--- src/rtl/core/lec_pkg.sv ---
// lec_pkg: shared constants, types and control structs of the lms echo canceller
// depends on nothing; imported by lec_mul, lec_seq and lms_echo_canceller_core
`timescale 1ns / 1ps

package lec_pkg;

    localparam int TAPS     = 128;
    localparam int LOG_TAPS = (TAPS > 1) ? $clog2(TAPS) : 1;
    localparam int IDX_W    = LOG_TAPS;

    localparam int X_W      = 16;
    localparam int W_W      = 32;
    localparam int MU_W     = 32;

    // accumulator holds the exact sum of TAPS products of 16 x 31 bits
    localparam int ACC_W    = (LOG_TAPS < 4) ? 52 : 48 + LOG_TAPS;
    // error with 8 fraction bits and its magnitude
    localparam int E_W      = ACC_W - 18;
    localparam int EM_W     = E_W - 1;

    // shared multiplier: signed 33 x 33
    localparam int MUL_W    = 33;
    localparam int PROD_W   = 2 * MUL_W;

    // step times error magnitude, split for the per-tap products
    localparam int M_W      = 58;
    localparam int MLO_W    = 27;
    localparam int MHI_W    = M_W - MLO_W;
    localparam int PHI_W    = MHI_W + X_W;

    localparam logic signed [W_W+1:0] W_LIMIT   = (W_W+2)'(64'sd536870912);
    localparam logic [31:0]           DELTA_CAP = 32'h8000_0000;
    localparam int                    RND_HALF  = 524288;

    typedef logic [IDX_W-1:0] t_idx;

    typedef enum logic [2:0] {
        OP_NONE,
        OP_FIR,
        OP_ERR,
        OP_MU_LO,
        OP_MU_HI,
        OP_UPD_HI,
        OP_UPD_LO
    } t_op;

    typedef enum logic [3:0] {
        ST_CLEAR,
        ST_IDLE,
        ST_FIR,
        ST_ERR,
        ST_WAIT,
        ST_MLO,
        ST_MHI,
        ST_GAP,
        ST_UPD,
        ST_OUT
    } t_state;

    typedef struct packed {
        t_op  op;
        t_idx tap;
        t_idx xaddr;
        logic clr;
        logic load_x;
        logic load_out;
    } t_seq_ctl;

    typedef struct packed {
        t_op  op;
        t_idx tap;
    } t_stage;

endpackage

--- src/rtl/core/lec_mul.sv ---
// lec_mul: the shared signed 33 x 33 multiplier with a registered product
// depends on lec_pkg
`timescale 1ns / 1ps

module lec_mul
    import lec_pkg::*;
(
    input  logic                     i_clk,
    input  logic signed [MUL_W-1:0]  i_a,
    input  logic signed [MUL_W-1:0]  i_b,
    output logic signed [PROD_W-1:0] o_p
);

    logic signed [PROD_W-1:0] r_p;

    always_ff @(posedge i_clk) begin
        r_p <= i_a * i_b;
    end

    assign o_p = r_p;

endmodule

--- config.mk ---
export PLATFORM = sky130hd
export DESIGN_NAME = lec_mul
export DESIGN_NICKNAME = d
export VERILOG_FILES = /design/src/rtl/core/lec_pkg.sv /design/src/rtl/core/lec_mul.sv
export SDC_FILE = /design/constraint.sdc
export NUM_CORES = 2
export LEC_CHECK = 0
export BUFFER_PORTS_ARGS = -buffer_cell sky130_fd_sc_hd__buf_2
export CELL_PAD_IN_SITES_DETAIL_PLACEMENT = 1
export CELL_PAD_IN_SITES_GLOBAL_PLACEMENT = 1
export CORE_UTILIZATION = 40
export DETAILED_ROUTE_END_ITERATION = 8
export GPL_TIMING_DRIVEN = 0
export HOLD_SLACK_MARGIN = 0.1
export PLACE_DENSITY_LB_ADDON = 0.1
export SYNTH_ARGS = -nofsm -noshare
export SYNTH_HDL_FRONTEND = slang
export SYNTH_SLANG_ARGS = --single-unit
export TNS_END_PERCENT = 50
--- constraint.sdc ---
create_clock -name i_clk -period 12.15 [get_ports i_clk]
set_input_delay 3.0375 -clock i_clk [delete_from_list [all_inputs] [get_ports i_clk]]
set_output_delay 3.0375 -clock i_clk [all_outputs]
set_load 0.05 [all_outputs]
==> impl_metrics.xml <==
<?xml version="1.0" encoding="UTF-8"?>
<metrics>
  <group name="run_status">
    <metric name="status" unit="">finished clean</metric>
  </group>
  <group name="logic_synthesis">
    <metric name="synth_seq_cells" unit="">66</metric>
    <metric name="ranking_of_synthesized_cells_by_instance_count" unit="">1,145 x fa_1, 1,131 x inv_1, 562 x and2_1</metric>
    <metric name="synth-edff-count" unit="">0</metric>
    <metric name="synth_area_per_cell" unit="um^2">9.390</metric>
    <metric name="synthesized_netlist_cell_count" unit="">4338</metric>
    <metric name="synth.largest_area_cell" unit="">fa_1</metric>
    <metric name="syn-num-nets" unit="">5767</metric>
    <metric name="async_flop_share" unit="">0</metric>
    <metric name="yosys.area.top_type_share" unit="">0.5627</metric>
    <metric name="cell_types_with_the_largest_area_share_after_synthesis" unit="">fa_1 56%, inv_1 10%, and2_1 8.6%</metric>
    <metric name="yosysSeqAreaShare" unit="">0.03244</metric>
    <metric name="yosysMostFrequentCell" unit="">fa_1</metric>
    <metric name="yosys_warnings" unit="">0</metric>
    <metric name="synth-main-ff-cell" unit="">dfxtp_1</metric>
    <metric name="count_of_cell_types_in_the_netlist" unit="">80</metric>
    <metric name="synth.cell_area" unit="mm^2">0.04073</metric>
  </group>
  <group name="global_route">
    <metric name="grt_start_max_net_pins" unit="">27</metric>
    <metric name="number_of_antenna_violations_at_the_first_check_in_global_routing" unit="">22</metric>
    <metric name="grt_pass1_vias" unit="">33844</metric>
    <metric name="grt_pass1_wl" unit="um">238300</metric>
    <metric name="globalRoute.totalOverflow" unit="">0</metric>
    <metric name="gr-usage-all-layers" unit="">0.3288</metric>
  </group>
  <group name="clock_network">
    <metric name="max-clock-path-buffers" unit="">2</metric>
    <metric name="clkTransAtPathRegs" unit="ns">0.07</metric>
    <metric name="htree_levels" unit="">3</metric>
    <metric name="tritoncts.num_buffers" unit="">9</metric>
    <metric name="cts_post_setup_buffers_inserted" unit="">0</metric>
    <metric name="clk_root_buffer_cell" unit="">clkbuf_16</metric>
    <metric name="cts_tree" unit="">done</metric>
    <metric name="clock_sink_count" unit="">66</metric>
    <metric name="cts-hold-fix-buffers" unit="">0</metric>
  </group>
  <group name="routing">
    <metric name="routed_wire_length_per_instance" unit="um">27.81</metric>
    <metric name="routed_wl" unit="um">162600</metric>
    <metric name="ant_nets" unit="">0</metric>
    <metric name="route.vias.total" unit="">30368</metric>
    <metric name="post-route-drc-count" unit="">0</metric>
    <metric name="avgViaCountPerCell" unit="">5.193</metric>
    <metric name="firstDrtPassIters" unit="">5</metric>
    <metric name="dr.first_iter.drc_count" unit="">2008</metric>
  </group>
  <group name="die">
    <metric name="core-area" unit="mm^2">0.1004</metric>
    <metric name="die-height" unit="um">321.1</metric>
    <metric name="io-pin-count" unit="">133</metric>
    <metric name="die_w" unit="um">321.1</metric>
    <metric name="floorplan.rows" unit="">116</metric>
    <metric name="design.die.area" unit="mm^2">0.1031</metric>
    <metric name="start_util" unit="">0.4056</metric>
  </group>
  <group name="timing">
    <metric name="finalSetupViolations" unit="">0</metric>
    <metric name="final_min_period_over_clock_period" unit="">0.9525</metric>
    <metric name="report.final.hold_viol_count" unit="">0</metric>
    <metric name="timing_max_transition_violations_final" unit="">0</metric>
    <metric name="fin_crit" unit="ns">11.57</metric>
    <metric name="max_freq" unit="GHz">0.08641</metric>
    <metric name="max-slew-margin-rel" unit="">0.1742</metric>
    <metric name="grt_setup_unrepaired" unit="">false</metric>
    <metric name="worstMarginPinSlew" unit="ns">1.235</metric>
  </group>
  <group name="place">
    <metric name="place.detailed.instances" unit="">5827</metric>
    <metric name="dpl.hpwl" unit="um">143700</metric>
    <metric name="port-buffer-count" unit="">132</metric>
    <metric name="gp_congestion" unit="">0.9848</metric>
  </group>
  <group name="final_layout">
    <metric name="drive_gt1_frac" unit="">0.04391</metric>
    <metric name="largest_register_ff_count" unit="">66</metric>
    <metric name="syn2layout_area_growth" unit="%">6.672</metric>
    <metric name="final_nets" unit="">5910</metric>
    <metric name="final-instance-count-excl-fill" unit="">5848</metric>
  </group>
  <group name="worst_setup_path">
    <metric name="worst_ep_required_time" unit="ns">12.45</metric>
    <metric name="worstPathMaxFanout" unit="">17</metric>
    <metric name="critical_path_class" unit="">in -&gt; reg</metric>
    <metric name="worst_setup_path_end_kind" unit="">register</metric>
    <metric name="nature_of_the_critical_path_startpoint" unit="">input pin</metric>
    <metric name="cp.arrival" unit="ns">11.87</metric>
  </group>
  <group name="worst_hold_path">
    <metric name="min_path_type" unit="">in -&gt; reg</metric>
  </group>
  <group name="flow_run">
    <metric name="cap_viol_max_count" unit="">0</metric>
  </group>
</metrics>
[worst max-delay path: stages]
cell	delay (ns)
buf_2	0.25
clkbuf_1	0.78
nand2_1	0.21
inv_1	0.18
fa_1	0.51
fa_1	0.63
fa_1	0.68
fa_2	1.01
fa_1	0.54
fa_1	0.53
fa_1	0.51
inv_1	0.05
fa_1	0.48
inv_1	0.04
ha_1	0.26
clkbuf_1	0.31
and3_1	0.22
nand3_1	0.18
nand2b_1	0.30
a2111oi_4	0.36
a211oi_4	0.12
a21oi_2	0.29
nor4b_2	0.09
a311oi_1	0.27
[kinds of logic after synthesis]
| family | share of synthesized area |
|---|---|
| buffers and inverters | 0.1251 |
| adder cells (fa/ha/maj) | 0.6294 |
| flip-flops | 0.03244 |
| AND/OR/NAND/NOR | 0.1578 |
| AO/OA/AOI/OAI | 0.04067 |
| XOR/XNOR | 0.01462 |
[metrics by stage]
step / instance area (um^2) / TNS [ns] / setup slack [ns] / util / hold slack, ns
floorplan: 40730 / 0 / 1.876 / - / 3.165
global placement: 43090 / -1.749 / -0.3755 / 0.4291 / 3.507
detailed placement: 43090 / -1.846 / -0.3359 / 0.4291 / 3.507
CTS: 43440 / 0 / 0.03473 / 0.4325 / 3.110
global route: 43440 / 0 / 0.1795 / 0.4325 / 3.116
finish: 43450 / 0 / 0.5772 / 0.4326 / 3.125
[placed cells by master (no fill, tap or decap), types with 7 or more instances in the layout]
cell type  synthesis  layout
clkbuf_1         208     209
nor3_1             7       7
fa_1            1145    1144
o21bai_1          11      11
a31oi_1            8       8
nand2_1          551     551
o21ai_0           25      25
xnor2_1           43      43
xor2_1            25      25
nor2_1            68      68
ha_1             217     217
a21o_1            36      36
dfxtp_1           66      66
a21oi_1           57      57
buf_2             11     143
a211oi_1           7       7
nand3_1           25      25
nand4_1           11      11
and2_1           562     562
inv_1           1131    1131
clkbuf_16          0       9
nand2b_1          12      12
[what timing repair did]
item,in CTS,in global routing
gates resized for setup,0,1
endpoints found under the setup margin,0,6
endpoints found under the hold margin,0,0
[final timing paths]
check | end | start | slack, ns | depth (start not counted)
max | o_p[58] | i_a[32] | 0.58 | 24
min | o_p[0] | i_a[0] | 3.12 | 2
[routing by layer]
layer  GRT usage  share of wire  up-vias
li1            -              -    12644
met1      0.4197           0.39    16397
met2      0.5315           0.47      993
met3     0.06372          0.073      314
met4      0.1689          0.062       20
met5           0        0.00073        -
[cell type report]
type                       count  area (um^2)
tap                         1357         1698
clock buffer                  10        229.0
timing repair buffer         132        660.6
clock inverter                 6        115.1
antenna                        5        12.51
fill                       11805        56980
sequential                    66         1321
inverter                    1131         4245
multi-input combinational   2920        34320
buffer                       221        850.8
Power is left out: the tool's default activity adds up to more than one toggle a clock period on the data nets, which glitch-free logic cannot reach.
