<file path="src/rtl/core/lec_pkg.sv">
// lec_pkg: shared constants, types and control structs of the lms echo canceller
// depends on nothing; imported by lec_mul, lec_seq and lms_echo_canceller_core
`timescale 1ns / 1ps

package lec_pkg;

    localparam int TAPS     = 128;
    localparam int LOG_TAPS = (TAPS > 1) ? $clog2(TAPS) : 1;
    localparam int IDX_W    = LOG_TAPS;

    localparam int X_W      = 16;
    localparam int W_W      = 32;
    localparam int MU_W     = 32;

    // accumulator holds the exact sum of TAPS products of 16 x 31 bits
    localparam int ACC_W    = (LOG_TAPS < 4) ? 52 : 48 + LOG_TAPS;
    // error with 8 fraction bits and its magnitude
    localparam int E_W      = ACC_W - 18;
    localparam int EM_W     = E_W - 1;

    // shared multiplier: signed 33 x 33
    localparam int MUL_W    = 33;
    localparam int PROD_W   = 2 * MUL_W;

    // step times error magnitude, split for the per-tap products
    localparam int M_W      = 58;
    localparam int MLO_W    = 27;
    localparam int MHI_W    = M_W - MLO_W;
    localparam int PHI_W    = MHI_W + X_W;

    localparam logic signed [W_W+1:0] W_LIMIT   = (W_W+2)'(64'sd536870912);
    localparam logic [31:0]           DELTA_CAP = 32'h8000_0000;
    localparam int                    RND_HALF  = 524288;

    typedef logic [IDX_W-1:0] t_idx;

    typedef enum logic [2:0] {
        OP_NONE,
        OP_FIR,
        OP_ERR,
        OP_MU_LO,
        OP_MU_HI,
        OP_UPD_HI,
        OP_UPD_LO
    } t_op;

    typedef enum logic [3:0] {
        ST_CLEAR,
        ST_IDLE,
        ST_FIR,
        ST_ERR,
        ST_WAIT,
        ST_MLO,
        ST_MHI,
        ST_GAP,
        ST_UPD,
        ST_OUT
    } t_state;

    typedef struct packed {
        t_op  op;
        t_idx tap;
        t_idx xaddr;
        logic clr;
        logic load_x;
        logic load_out;
    } t_seq_ctl;

    typedef struct packed {
        t_op  op;
        t_idx tap;
    } t_stage;

endpackage

</file>
<file path="src/rtl/core/lec_seq.sv">
// lec_seq: sequencer that walks the taps for the filter pass and the update pass
// depends on lec_pkg
`timescale 1ns / 1ps

module lec_seq
    import lec_pkg::*;
(
    input  logic     i_clk,
    input  logic     i_rst_n,
    input  logic     i_in_valid,
    input  logic     i_out_free,
    output logic     o_in_ready,
    output t_seq_ctl o_ctl
);

    localparam t_idx TAPS_LAST = IDX_W'(TAPS - 1);

    t_state r_state, n_state;
    t_idx   r_cnt,   n_cnt;
    t_idx   r_head,  n_head;
    t_idx   r_xp,    n_xp;
    logic   r_half,  n_half;

    function automatic t_idx idx_inc(input t_idx v);
        return (v == TAPS_LAST) ? '0 : v + 1'b1;
    endfunction

    function automatic t_idx idx_dec(input t_idx v);
        return (v == '0) ? TAPS_LAST : v - 1'b1;
    endfunction

    always_ff @(posedge i_clk) begin
        if (!i_rst_n) begin
            r_state <= ST_CLEAR;
            r_cnt   <= '0;
            r_head  <= '0;
            r_xp    <= '0;
            r_half  <= 1'b0;
        end else begin
            r_state <= n_state;
            r_cnt   <= n_cnt;
            r_head  <= n_head;
            r_xp    <= n_xp;
            r_half  <= n_half;
        end
    end

    // next state
    always_comb begin
        n_state = r_state;
        case (r_state)
            ST_CLEAR: if (r_cnt == TAPS_LAST) n_state = ST_IDLE;
            ST_IDLE:  if (i_in_valid) n_state = ST_FIR;
            ST_FIR:   if (r_cnt == TAPS_LAST) n_state = ST_ERR;
            ST_ERR:   n_state = ST_WAIT;
            ST_WAIT:  n_state = ST_MLO;
            ST_MLO:   n_state = ST_MHI;
            ST_MHI:   n_state = ST_GAP;
            ST_GAP:   n_state = ST_UPD;
            ST_UPD:   if (r_half && r_cnt == TAPS_LAST) n_state = ST_OUT;
            ST_OUT:   if (i_out_free) n_state = ST_IDLE;
            default:  n_state = ST_CLEAR;
        endcase
    end

    // tap counter and delay line pointers
    always_comb begin
        n_cnt  = r_cnt;
        n_head = r_head;
        n_xp   = r_xp;
        n_half = r_half;
        case (r_state)
            ST_CLEAR: n_cnt = idx_inc(r_cnt);
            ST_IDLE: begin
                if (i_in_valid) begin
                    n_head = idx_inc(r_head);
                    n_xp   = idx_inc(r_head);
                    n_cnt  = '0;
                end
            end
            ST_FIR: begin
                n_cnt = idx_inc(r_cnt);
                n_xp  = (r_cnt == TAPS_LAST) ? r_head : idx_dec(r_xp);
            end
            ST_UPD: begin
                n_half = ~r_half;
                if (r_half) begin
                    n_cnt = idx_inc(r_cnt);
                    n_xp  = idx_dec(r_xp);
                end
            end
            default: begin
                n_cnt = r_cnt;
            end
        endcase
    end

    // outputs
    always_comb begin
        o_in_ready     = 1'b0;
        o_ctl.op       = OP_NONE;
        o_ctl.tap      = r_cnt;
        o_ctl.xaddr    = r_xp;
        o_ctl.clr      = 1'b0;
        o_ctl.load_x   = 1'b0;
        o_ctl.load_out = 1'b0;
        case (r_state)
            ST_CLEAR: o_ctl.clr = 1'b1;
            ST_IDLE: begin
                o_in_ready   = 1'b1;
                o_ctl.xaddr  = idx_inc(r_head);
                o_ctl.load_x = i_in_valid;
            end
            ST_FIR:  o_ctl.op = OP_FIR;
            ST_ERR:  o_ctl.op = OP_ERR;
            ST_MLO:  o_ctl.op = OP_MU_LO;
            ST_MHI:  o_ctl.op = OP_MU_HI;
            ST_UPD:  o_ctl.op = r_half ? OP_UPD_LO : OP_UPD_HI;
            ST_OUT:  o_ctl.load_out = i_out_free;
            default: o_ctl.op = OP_NONE;
        endcase
    end

endmodule

</file>
<file path="config.mk">
export PLATFORM = sky130hd
export DESIGN_NAME = lec_seq
export DESIGN_NICKNAME = d
export VERILOG_FILES = /design/src/rtl/core/lec_pkg.sv /design/src/rtl/core/lec_seq.sv
export SDC_FILE = /design/constraint.sdc
export NUM_CORES = 1
export LEC_CHECK = 0
export ABC_CLOCK_PERIOD_IN_PS = 1800
export BUFFER_PORTS_ARGS = -buffer_cell sky130_fd_sc_hd__buf_2
export CELL_PAD_IN_SITES_DETAIL_PLACEMENT = 1
export CELL_PAD_IN_SITES_GLOBAL_PLACEMENT = 1
export CORE_UTILIZATION = 38
export DETAILED_ROUTE_END_ITERATION = 8
export GPL_ROUTABILITY_DRIVEN = 0
export PLACE_DENSITY = 0.79
export RECOVER_POWER = 25
export SLEW_MARGIN = 10
export SYNTH_ARGS = -nofsm -noshare
export SYNTH_HDL_FRONTEND = slang
export SYNTH_SLANG_ARGS = --single-unit
</file>
<file path="constraint.sdc">
create_clock -name i_clk -period 1.8 [get_ports i_clk]
set_input_delay 0 -clock i_clk [delete_from_list [all_inputs] [get_ports i_clk]]
set_output_delay 0 -clock i_clk [all_outputs]
set_load 0.02 [all_outputs]
</file>
==> run_results.csv <==
group,metric,value,unit
worst_setup_path,reg2regPathDepth,6,
die,rows,24,
worst_setup_path,crit_arrival,1.77,ns
cts,insertion_delay,0.28,ns
detailed_routing,totalWireLength,5440,um
global_routing,antenna_found_initial,0,
detailed_routing,wl_per_cell,16.2,um
final_layout,multi_input_area,1270,um2
synth,synth_seq_area_share,0.282,
timing,fin_ws,0.0280,ns
status,status,"finished, final reports clean",
worst_hold_path,hold_start,"i_rst_n",
final_layout,diodes,0,
global_routing,grt_max_degree,25,
global_routing,grt_pass1_wl,9140,um
final_layout,finalCoreUtilization,0.491,
placed_design,pre_cts_ws,0.0900,ns
synth,synth_area,1850,um2
cts,cts_tree,"yes",
die,fp.dieH,71.7,um
worst_setup_path,path_max_fanout,6,
timing,min_period,1.77,ns
timing,tightest_slew,0.409,ns
synth,synth_cell_types,50,
die,num_io_pins,25,
worst_setup_path,r2r_setup_slack,0.08,ns
power,p_per_area,776,nW/um2
global_routing,groute.usage.overall,0.224,
cts,cts_hold_buf,0,
synth,yosys-top-cells-count,"30 x nand2_1, 26 x dfxtp_1, 20 x nor2_1, 18 x o21ai_0, 15 x nand3_1",
synth,ys_ff_latch,26,
final_layout,fillers,584,
die,fp.dieArea,5140,um2
power,report.power.total,1720,uW
power,irDropWorstVdd,0.327,mV
detailed_routing,dr.pass1.iters,4,
cts,root_buffer,"clkbuf_8",
die,core-area,4500,um2
worst_setup_path,r2r_end,"r_state[0]",
timing,maxSlewViolCount,0,
worst_hold_path,min_path_cells,3,
placed_design,place_area,2140,um2
synth,ys_dominant_reg_cell,"dfxtp_1",
die,start_util,0.410,
timing,skew,0.00521,ns
synth,yosysWarnings,0,
final_layout,area.sequential,526,um2
synth,synthCells,247,
synth,synth-edff-count,0,
final_layout,finalInstanceArea,2210,um2
synth,synth-simple-area-share,0.290,
worst_hold_path,hp-class,"in -> reg",
detailed_routing,drt_iter0_drc,93,
detailed_routing,avgViaCountPerCell,5.68,
worst_setup_path,cp.required,1.80,ns
global_routing,grt_pass1_vias,1899,
final_layout,final_nets,293,
cts,post_cts_buffers,0,
worst_setup_path,cp-end-kind,"output pin",
final_layout,area_delta_synth_final,19.9,%
timing,relSlewSlack,0.727,
final_layout,drive_above_1_share,0.232,
timing,fmax,564,MHz
worst_setup_path,cp-start-kind,"register",
global_routing,overflow,0,
timing,finalCritPeriodShare,0.984,
job,max_cap_viol_count,0,
cts,cts_sinks,26,
timing,rsz0062_at_grt,"true",
detailed_routing,final_antenna_net_count,0,
cts,h-tree-depth,1,
synth,synth_top_area_cell,"dfxtp_1",
synth,yosys.area_share.xor_xnor,0.0617,
cts,clkTransAtPathRegs,0.10,ns
synth,yosysMostFrequentCell,"nand2_1",
worst_setup_path,critical_path_class,"reg -> out",
detailed_routing,dr_total_vias,1908,
placed_design,io_buffers,24,
synth,syn_area_per_cell,7.47,um2
cts,cts_buffer_depth,2,
synth,synth_mux_area_frac,0.0122,
detailed_routing,route.detailed.drc,0,
timing,setup_violations,0,
die,chipWidth,71.7,um
synth,synth_top_area_frac,0.282,
synth,synth_top_family_by_area,"simple AND/OR/NAND/NOR gates",
placed_design,dp_hpwl,4130,um
synth,synth.net_count,255,
synth,synth_compound_area_frac,0.281,
synth,async_reset_ff_frac,0,
synth,synth_adder_area_share,0.0271,
synth,synthTopCellsByArea,"dfxtp_1 28%, nand2_1 6.1%, o21ai_0 4.9%",
worst_hold_path,whs_endpoint,"r_state[2]",
timing,hold_violations,0,
worst_setup_path,r2r_start,"r_cnt[0]",
cts,cts_buffers,3,
power,p_leak,0.000891,uW
-- worst max-delay path by stage --
stage | startpoint | to | slack (ns) | cells past startpoint
after detailed placement | r_cnt[0] | r_xp[6] | 0.09 | 6
after CTS | r_head[0] | o_ctl[8] | 0.02 | 5
after floorplan | r_cnt[0] | r_xp[6] | 0.03 | 7
final | r_head[0] | o_ctl[3] | 0.03 | 5
after global routing | r_head[0] | o_ctl[8] | -0.03 | 5
after global placement | r_state[3] | r_xp[5] | 0.10 | 6
-- critical path, stage by stage (launching register included) --
cell and delay, ns:
dfxtp_1 0.33, ha_1 0.20, and3_2 0.26, and2_1 0.21
o31ai_1 0.26, buf_2 0.22
-- cells by family (layout without fill, tap and decap cells) --
kind of cell / Yosys count / after routing
buffers and inverters: 19 / 56
AO/OA/AOI/OAI: 77 / 77
adder cells (fa/ha/maj): 4 / 4
XOR/XNOR: 13 / 13
multiplexers: 2 / 2
AND/OR/NAND/NOR: 106 / 106
flip-flops: 26 / 26
-- repair_timing --
item | in CTS | in global routing
endpoints found under the setup margin | 1 | 12
pin swaps | 0 | 0
resized for setup | 2 | 11
-- registers in the layout, indices dropped and copies added, names as in the netlist --
| name | count |
|---|---|
| r_cnt | 7 |
| r_head | 7 |
| r_xp | 7 |
| r_state | 4 |
| r_half | 1 |
-- through the flow --
step | instances | hold slack, ns | setup TNS (ns)
floorplan | 247 | 0.138 | 0
global placement | 332 | 0.363 | 0
detailed placement | 332 | 0.364 | 0
CTS | 336 | 0.0698 | 0
global route | 336 | 0.0672 | -0.0847
finish | 336 | 0.0708 | 0
-- placed cells by master (no fill, tap or decap), drive strengths merged, types with 2 or more instances in the layout --
cell	instances
a21boi	7
a21o	3
a21oi	12
a22oi	2
a31oi	10
and2	9
and3	6
buf	38
clkbuf	13
dfxtp	26
ha	4
inv	5
mux2	2
nand2	30
nand2b	4
nand3	15
nor2	20
nor2b	4
nor3	5
nor3b	2
nor4	2
o211ai	2
o21a	5
o21ai	21
o221a	3
o31ai	5
or4	2
xnor2	9
xor2	4
-- layer usage --
layer | part of all wire | up-vias | track usage | wire length (um)
met5 | 0 | - | 0 | 0
met4 | 0.014 | 0 | 0.0763 | 76
met3 | 0.019 | 7 | 0.0253 | 105
met2 | 0.46 | 20 | 0.368 | 2520
met1 | 0.50 | 923 | 0.304 | 2740
li1 | - | 958 | - | -
-- cell type report --
class / instances / area share
Clock buffer: 4 / 0.0249
Sequential cell: 26 / 0.237
Inverter: 5 / 0.00848
Timing Repair Buffer: 47 / 0.126
Multi-Input combinational cell: 202 / 0.574
Tap cell: 52 / 0.0294
-- where the power goes --
group | switching [uW] | internal, uW
logic | 365 | 266
clock network | 199 | 196
registers | 67.9 | 622
total | 632 | 1090
Note: power is estimated with default switching activity, not from simulation.
